--- src/hw/rtl/mmad_pkg.sv ---
// Shared types and codes for the memory map address decoder.
package mmad_pkg;

	typedef enum logic [2:0] {
		CMD_CPU_READ   = 3'd0,
		CMD_CPU_WRITE  = 3'd1,
		CMD_LOAD_READ  = 3'd2,
		CMD_LOAD_WRITE = 3'd3,
		CMD_PRELOAD    = 3'd4
	} cmd_t;

	typedef enum logic [1:0] {
		KIND_NOP     = 2'd0,
		KIND_RAM     = 2'd1,
		KIND_ROM     = 2'd2,
		KIND_HANDLER = 2'd3
	} kind_t;

	typedef enum logic [3:0] {
		OUT_MEM_READ       = 4'd0,
		OUT_HANDLER_READ   = 4'd1,
		OUT_HANDLER_WRITE  = 4'd2,
		OUT_NOP            = 4'd3,
		OUT_ROM_BLOCKED    = 4'd4,
		OUT_MEM_WRITE      = 4'd5,
		OUT_UNMAPPED_READ  = 4'd6,
		OUT_UNMAPPED_WRITE = 4'd7,
		OUT_LOAD_ACK       = 4'd8
	} outcome_t;

	typedef enum logic [1:0] {
		ST_IDLE   = 2'd0,
		ST_DECODE = 2'd1,
		ST_RESP   = 2'd2
	} state_t;

	typedef struct packed {
		logic        valid;
		logic [15:0] addr_lo;
		logic [15:0] addr_hi;
		kind_t       kind;
		logic [7:0]  handler;
	} region_t;

	typedef struct packed {
		logic [3:0] index;
		region_t    entry;
	} region_load_t;

	typedef struct packed {
		logic        hit;
		kind_t       kind;
		logic [7:0]  handler;
		logic [15:0] addr_lo;
	} region_hit_t;

endpackage

--- src/hw/rtl/mmad_region_table.sv ---
// Region table with parallel range compare and lowest-slot priority select.
module mmad_region_table #(
	parameter int REGIONS = 16
) (
	input  logic                   clk,
	input  logic                   arst_n,
	input  logic                   load,
	input  mmad_pkg::region_load_t load_entry,
	input  logic                   capture,
	input  logic [15:0]            lookup_addr,
	output mmad_pkg::region_hit_t  hit
);

	logic [REGIONS-1:0] valid_q;
	mmad_pkg::region_t  entry_q [REGIONS];
	logic [REGIONS-1:0] match_q;
	logic [REGIONS-1:0] match_d;
	logic [REGIONS-1:0] first_oh;

	always_ff @(posedge clk or negedge arst_n) begin
		if (!arst_n) begin
			valid_q <= '0;
		end else if (load) begin
			for (int i = 0; i < REGIONS; i++) begin
				if (32'(load_entry.index) == i) begin
					valid_q[i] <= load_entry.entry.valid;
				end
			end
		end
	end

	always_ff @(posedge clk) begin
		if (load) begin
			for (int i = 0; i < REGIONS; i++) begin
				if (32'(load_entry.index) == i) begin
					entry_q[i] <= load_entry.entry;
				end
			end
		end
	end

	always_comb begin
		for (int i = 0; i < REGIONS; i++) begin
			match_d[i] = valid_q[i] && (lookup_addr >= entry_q[i].addr_lo)
				&& (lookup_addr <= entry_q[i].addr_hi);
		end
	end

	always_ff @(posedge clk or negedge arst_n) begin
		if (!arst_n) begin
			match_q <= '0;
		end else if (capture) begin
			match_q <= match_d;
		end
	end

	// isolate lowest set bit
	assign first_oh = match_q & (~match_q + REGIONS'(1));

	always_comb begin
		hit.hit     = |match_q;
		hit.kind    = mmad_pkg::KIND_NOP;
		hit.handler = '0;
		hit.addr_lo = '0;
		for (int i = 0; i < REGIONS; i++) begin
			if (first_oh[i]) begin
				hit.kind    = mmad_pkg::kind_t'(hit.kind | entry_q[i].kind);
				hit.handler = hit.handler | entry_q[i].handler;
				hit.addr_lo = hit.addr_lo | entry_q[i].addr_lo;
			end
		end
	end

endmodule

--- config.mk ---
export PLATFORM = sky130hd
export DESIGN_NAME = mmad_region_table
export DESIGN_NICKNAME = d
export VERILOG_FILES = /design/src/hw/rtl/mmad_pkg.sv /design/src/hw/rtl/mmad_region_table.sv
export SDC_FILE = /design/constraint.sdc
export NUM_CORES = 1
export LEC_CHECK = 0
export BUFFER_PORTS_ARGS = -buffer_cell sky130_fd_sc_hd__buf_2
export CORE_AREA = 2 2 242 244
export CTS_BUF_LIST = sky130_fd_sc_hd__clkbuf_4
export CTS_CLUSTER_SIZE = 30
export DETAILED_ROUTE_END_ITERATION = 6
export DIE_AREA = 0 0 244 246
export HOLD_SLACK_MARGIN = 0.1
export MAX_ROUTING_LAYER = met4
export PLACE_DENSITY_LB_ADDON = 0.15
export SLEW_MARGIN = 30
export SYNTH_ARGS = -nofsm -noshare
export SYNTH_HDL_FRONTEND = slang
export SYNTH_SLANG_ARGS = --single-unit
--- constraint.sdc ---
create_clock -name clk -period 3.8 [get_ports clk]
set_input_delay 0.38 -clock clk [delete_from_list [all_inputs] [get_ports clk]]
set_output_delay 0.38 -clock clk [all_outputs]
set_load 0.05 [all_outputs]
* Word-level counts from Yosys, hierarchy flattened
Memories as Yosys holds them, arrays and structs flattened. Cells that the tools add are included.
Word-level totals: register bits after elaboration 32, memory bits (writable) 688, input bits 67, output and inout port bits 27, memories 1
Memory list:
- entry_q | depth 16, bits a word 43, read ports 16, clocked after memory_dff 0, write ports 1, line mmad_region_table.sv:15 | mmad_pkg::region_t entry_q [REGIONS];
Operators by class: $add $sub $neg 1, magnitude comparators 32, equality and inequality tests 15, mux-type cells 109, bitwise logic cells 47, reduce and logical (&&, ||, !) cells 65
Operator list (count):
- $mux W43 | 15
- $reduce_or A43 Y1 | 15
- $mux W26 | 16
- $ge A16 B16 Y1 | 16
- $le A16 B16 Y1 | 16
- $or A16 B16 Y16 | 15
- $or A8 B8 Y8 | 15
- $mux W1 | 63
- $mux W4 | 15
- $eq A4 B4 Y1 const B | 8
- $logic_and A1 B1 Y1 | 32
- $reduce_and A2 Y1 | 16
- $or A2 B2 Y2 | 15
- $add A16 B1 Y16 const B | 1
- $and A16 B16 Y16 | 1
- $eq A4 B3 Y1 const B | 4
- $not A16 Y16 | 1
- $reduce_or A16 Y1 | 1
- $eq A4 B2 Y1 const B | 2
- $eq A4 B1 Y1 const B | 1
- $logic_not A4 Y1 | 1

* Logic depth before layout (Yosys ltp)
Gate-level depths: netlist of the first run.
word-level depth 34, depth in mapped cells 9, depth with buffers taken out 8

* Least setup slack after synthesis of the first run
No wires, ideal clock.
kind input port to flip-flop, start point input port load_entry[43] (netlist name), end point register valid_q[0], arrival 4339 ps, required time 3674 ps, path slack -665 ps, cell stages on the path 3, cell sequence or3b_2 nor3_1 mux2_2
Between the ends: cells in the longest elaborated chain, start to end 2
Ends and longest elaborated chain:
- start: declaration | line mmad_region_table.sv:8 | input mmad_pkg::region_load_t load_entry,
- $logic_not A4 Y1 | line mmad_region_table.sv:25 | if (32'(load_entry.index) == i) begin
- $reduce_and A2 Y1 (no source line)
- end signal: indexed assignment | line mmad_region_table.sv:26 | valid_q[i] <= load_entry.entry.valid;
- end: declaration | line mmad_region_table.sv:14 | logic [REGIONS-1:0] valid_q;
No other way between the ends. A chain may end at the register's enable or synchronous reset.

==> results.md, run 1 <==
* CP top delay family: compound AO/OA/AOI/OAI gates
* Flops & latches, synth at 704
* HP Class: in -> reg
* # Max-Cap Violations at 0
* Post-Syn Area at 37,100 um^2
* ANT nets after route at 0
* Max_slew headroom at 36.1%
* Initial antenna violation count at 4
* First-pass GRT wire length at 163 mm
* Worst Setup End Kind: primary output
* Synth Flop Type: edfxtp_1
* Layout cells sized above 1 at 16.4%
* Least-Margin Pin Slew at 956 ps
* Slowest stage delay, CP at 490 ps
* Status: finished clean
* Dpl hpwl at 75.5 mm
* Starting Density at 64.6%
* Cell repeated most along the worst path: buf_4
* Pwr dens at 436 nW/um^2
* Clock buffer depth at 3
* Post-synth top area cell: edfxtp_1
* FFs w/ async S/R, synth at 4.55%
* TritonCTS clock tree: done
* Crit-path slowest cell: a221oi_1
* Worst path bufs/invs at 2
* Area grow syn2layout at 15.1%
* Clock transition at path regs at 70 ps
* Pleak at 18.2 nW
* Largest net degree at the start of global routing at 56
* Global route overflow at 0
* Core area at 57,400 um^2
* Die Area at 60,000 um^2
* Drt wl/cell at 25.4 um
* Critical Path AT at 3340 ps
* Net Count, Synth at 3,612
* H-tree depth at 4
* Final min period at 3720 ps
* Vias in the first global route at 27,400
* Finished Layout Cells at 4,334
* Clk sink count at 704
* Final nets at 4,003
* Die Height at 246 um
* All-Layer GR Usage at 38.2%
* Total wire length at 110 mm
* Drt via density at 6.26
* Synth top area cells: edfxtp_1, ha_1, inv_1
* Final Hold Viols at 0
* Final setup viols at 0
* Sum Neg Setup Slack at 0 ps
* Peak supply drop at 0.499 mV
* Top-level I/O count at 94
* Netlist cell types at 63
* Final clock skew at 33.3 ps
* Element type at the critical path start: flop
* DR DRC count at 0
* Iteration-0 DRC Markers at 2,636
* Placed Cells at 3,928
* Final Slew Violations at 0
* FMAX at 269 MHz
* Period utilisation layout at 97.9%
* Gpl congestion at 0.946
* Vias at 27,100
* Post-synth EDFFs at 672
* Latest clock arrival within the worst-skew pair at 1030 ps
* Top cells by count, synth: edfxtp_1, ha_1, inv_1
* Syn. warnings at 0
* Most numerous cell in the Yosys netlist: edfxtp_1
* Critical path class: reg -> out
* Sequential-to-total area share from yosys stat at 56.6%
* Clock root buffer: clkbuf_4
* Average size of a mapped cell at 12.2 um^2
* Cell row count at 88
* Die Wd at 244 um
* Crit-path cells: buf_4, nor2b_2, a22oi_1, nor2_1, a221o_1, a221oi_1, o211ai_1, buf_4
* CTS buffer count at 183
* Final Util at 74.4%
* Largest fanout on the critical path at 19
* Worst path required time at 3420 ps
* Port Buffers at 93
* Post-Synthesis Cells at 3,033
* Synth top area share at 54.4%
* TritonRoute pass-1 iters at 6
tightest hold or removal path, stage by stage:
cell and delay (ps):
buf_2 110, nand3_1 340, nor2_4 230
stage by stage:
step	hold slack (ps)	power, W	setup WS, ps	cell area, um^2
floorplan	84.4	0.0106	482	37100
global placement	490	0.0116	593	39200
detailed placement	493	0.0117	596	39200
CTS	168	0.0185	9.39	42400
global route	216	0.0193	-19.2	42700
finish	263	0.0186	80.8	42700
where the power goes:
part | leakage (nW) | internal, W | switching, W
registers | 6.47 | 0.00871 | 0.000108
clock network | 1.38 | 0.00354 | 0.00318
logic | 10.3 | 0.00106 | 0.00202
per-layer routing:
metal	GRT usage, %	vias to the layer above	wire (um)
li1	-	12200	-
met1	48.8	13100	42500
met2	58.6	1592	50500
met3	8.12	273	12200
met4	18.7	0	4950
met5	-	-	0
registers in the layout, summed over array words and instances (netlist names):
| signal | cells |
|---|---|
| entry_q | 672 |
| valid_q | 16 |
| match_q | 16 |
cells in the final DEF (no fill, tap or decap), drive strengths merged, types with 5 or more instances in the layout:
cell type | Yosys | routed
nor3b | 5 | 5
dlygate4sd3 | 0 | 51
nand3b | 30 | 30
nand4 | 79 | 79
ha | 512 | 512
a21o | 58 | 58
nand2b | 13 | 13
nor2 | 82 | 82
and3 | 6 | 6
bufinv | 0 | 5
nor2b | 34 | 35
inv | 494 | 496
clkinvlp | 0 | 5
o31ai | 6 | 6
a22oi | 51 | 51
a211oi | 36 | 36
dfrtp | 32 | 32
o2111ai | 9 | 9
o211ai | 21 | 21
nor4 | 17 | 17
nand3 | 65 | 65
a221o | 19 | 19
buf | 35 | 208
o21ai | 105 | 105
edfxtp | 672 | 672
a2111oi | 27 | 27
a21oi | 237 | 237
clkinv | 0 | 49
nand2 | 213 | 213
nor3 | 21 | 21
a221oi | 51 | 51
clkbuf | 29 | 272
mux2 | 14 | 14
kinds of logic after synthesis:
family / Yosys count / share of synthesized area (%)
DFF: 704 / 56.6
AOI/OAI and AO/OA: 657 / 11.9
and+or+nand+nor: 588 / 7.93
buffers and inverters: 558 / 5.89
adders and majority gates: 512 / 17.3
muxes: 14 / 0.425
final cells by class:
| type | instances | area (um^2) |
|---|---|---|
| flip-flops and latches | 704 | 21000 |
| inverters | 494 | 1850 |
| repair buffers | 267 | 2230 |
| well taps | 765 | 957 |
| clock inverters | 61 | 387 |
| fillers | 3814 | 14700 |
| multi-input cells | 1774 | 14300 |
| clock buffers | 265 | 1990 |
| diodes | 4 | 10.0 |
final timing paths:
check                                 from               to  slack, ps  cells past startpoint
max                            match_q[10]          hit[19]         80                      8
min                                   load  entry_q[1][317]        260                      3
max reg2reg                entry_q[0][209]       match_q[4]       1120                      8
min reg2reg                     valid_q[3]       valid_q[3]        510                      1
max in group asynchronous           arst_n       match_q[8]       3090                      4
min in group asynchronous           arst_n      valid_q[12]        440                      4
timing repair:
action	4_1_cts	5_1_grt
gates resized for setup	53	29
endpoints found under the setup margin	26	25
hold endpoints to repair	803	0
gates cloned	2	5
buffers inserted	9	8
hold buffers	52	0
pin swaps	5	5
(Power assumes the default switching activity.)
==> run 2: changes to the inputs <==
BUFFER_PORTS_ARGS = unset   (was -buffer_cell sky130_fd_sc_hd__buf_2)
CTS_CLUSTER_DIAMETER = 60   (was unset)
DONT_BUFFER_PORTS = 1   (was unset)
==> run 2 against run 1 <==
Clock skew increased by 46 ps. Flip-flop and latch count unchanged. Critical path depth stayed put.
==> results.md, run 2 (synthesis gave the netlist of run 1 again) <==
* Status: finished clean
* Commonest non-fill, non-tap cells in the layout: edfxtp_1, ha_1, inv_1, a21oi_1, nand2_1
* Max reg flops at 672 (unchanged)
* Final min period at 3760 ps (+36.8 ps)
* Top-level I/O count at 94 (unchanged)
* Cell row count at 88 (unchanged)
* Element type at the critical path start: flop
* Total wire length at 110 mm (-0.52%)
* # Max-Cap Violations at 0 (unchanged)
* Gpl congestion at 0.954 (+0.82%)
* Area grow syn2layout at 11.9%
* Critical Path AT at 3380 ps (+40 ps)
* Flop-to-flop setup slack at 250 ps (-870 ps)
* Least-Margin Pin Slew at 1180 ps (+226 ps)
* Die Wd at 244 um (unchanged)
* Core area at 57,400 um^2 (unchanged)
* Critical path class: reg -> out
* Iteration-0 DRC Markers at 3,346 (+27%)
* Final setup viols at 0 (unchanged)
* Finished Layout Cells at 4,048 (-6.6%)
* Slowest stage delay, CP at 480 ps (about the same)
* Die Height at 246 um (unchanged)
* Peak supply drop at 0.537 mV (+7.6%)
* Dpl hpwl at 70.6 mm (-6.5%)
* Max_slew headroom at 20.9% (-15 points)
* Global route overflow at 0 (unchanged)
* Pleak at 17.1 nW (-5.7%)
* TritonRoute pass-1 iters at 6 (unchanged)
* Layout cells sized above 1 at 8.90% (-7.5 points)
* Sum Neg Setup Slack at 0 ps (unchanged)
* Drt via density at 6.52 (+4.2%)
* H-tree depth at 2 (-2)
* Port Buffers at 0 (-100%)
* Clock buffer depth at 3 (unchanged)
* Post-layout instance area at 41,500 um^2 (-2.8%)
* Cell repeated most along the worst path: buf_12
* FMAX at 266 MHz (-0.98%)
* Latest clock arrival within the worst-skew pair at 990 ps (-40 ps)
* Most common cell after layout, fill and taps aside: edfxtp_1
* Final Util at 72.3% (-2.1 points)
* HP Class: in -> reg
* ANT nets after route at 0 (unchanged)
* DR DRC count at 0 (unchanged)
* Largest fanout on the critical path at 16 (-3)
* RSZ-0062 raised after global routing: true
* Crit-path cells: buf_12, nor2b_4, a221oi_1, a21oi_1, a221o_1, a2111oi_2, nand3_2, buf_12
* Final clock skew at 79.2 ps (+45.8 ps)
* TritonCTS clock tree: done
* Clock transition at path regs at 230 ps (+160 ps)
* Largest registers: entry_q (672), match_q (16), valid_q (16)
* Vias at 26,400 (-2.7%)
* Initial antenna violation count at 11 (+7)
* Pwr dens at 386 nW/um^2 (-11%)
* Worst Setup End Kind: primary output
* Drt wl/cell at 27.1 um (+6.5%)
* Final Slew Violations at 0 (unchanged)
* Placed Cells at 3,820 (-2.7%)
* Period utilisation layout at 98.8% (+0.97 points)
* CTS buffer count at 46 (-75%)
* Area after DPL at 38,900 um^2 (-0.68%)
* Final Hold Viols at 0 (unchanged)
* Crit-path slowest cell: dfrtp_2
* Final nets at 3,811 (-4.8%)
* Reg with most FFs: entry_q
* Clock root buffer: clkbuf_4
* Worst path required time at 3420 ps (about the same)
* Starting Density at 64.6% (unchanged)
* Worst hold slack at 126 ps (-137 ps)
* Clk sink count at 704 (unchanged)
* All-Layer GR Usage at 37.4% (-0.84 points)
* Largest net degree at the start of global routing at 56 (unchanged)
* First-pass GRT wire length at 160 mm (-2.2%)
* Die Area at 60,000 um^2 (unchanged)
* Vias in the first global route at 25,900 (-5.8%)
-- run 2: worst paths after layout --
kind	cells after the start	startpoint	end
worst min-delay path	5	lookup_addr[9]	match_q[7]
worst max register to register	10	entry_q[1][320]	match_q[15]
min in group asynchronous	4	arst_n	valid_q[12]
worst max-delay path	8	match_q[1]	hit[3]
worst min register to register	1	valid_q[6]	valid_q[6]
max in group asynchronous	4	arst_n	match_q[8]
-- run 2: repair_timing --
action                                 CTS  global route
pin swaps                                3            13
gates cloned                             1             3
buffers inserted                         6             9
setup endpoints to repair               26            26
gates resized for setup                 34            34
hold buffers                           104             5
endpoints found under the hold margin  980             3
-- run 2: stage by stage --
step                setup WS (ps)  total power [W]
floorplan                     482           0.0106
CTS                          1.66           0.0158
global route                -63.3           0.0165
detailed placement            554           0.0117
global placement              491           0.0116
finish                       44.0           0.0160
-- run 2: final cells by class --
class                      instances  area (um^2)
antenna                           13         32.5
clock inverter                    37          498
tap                              765          957
sequential                       704        21000
timing repair buffer             213         2460
clock buffer                      49          368
multi-input combinational       1773        14300
fill                            3833        15900
inverter                         494         1850
-- run 2: worst max-delay path: cells and delay by family, from the launching register on --
family          cells  cell delay (ps)
compound gates      4             1150
buf+inv             2              400
flops               1              480
simple gates        2              350
-- run 2: layer usage --
layer	GRT usage [%]	wire, um
met2	57.3	49400
met4	15.0	5240
met3	6.15	12300
met5	-	0
met1	50.4	42600
-- run 2: report_power, final --
group	total [W]	internal [W]	switching (W)
Combinational	0.00331	0.00132	0.00199
Clock	0.00390	0.00102	0.00288
Sequential	0.00881	0.00870	0.000111
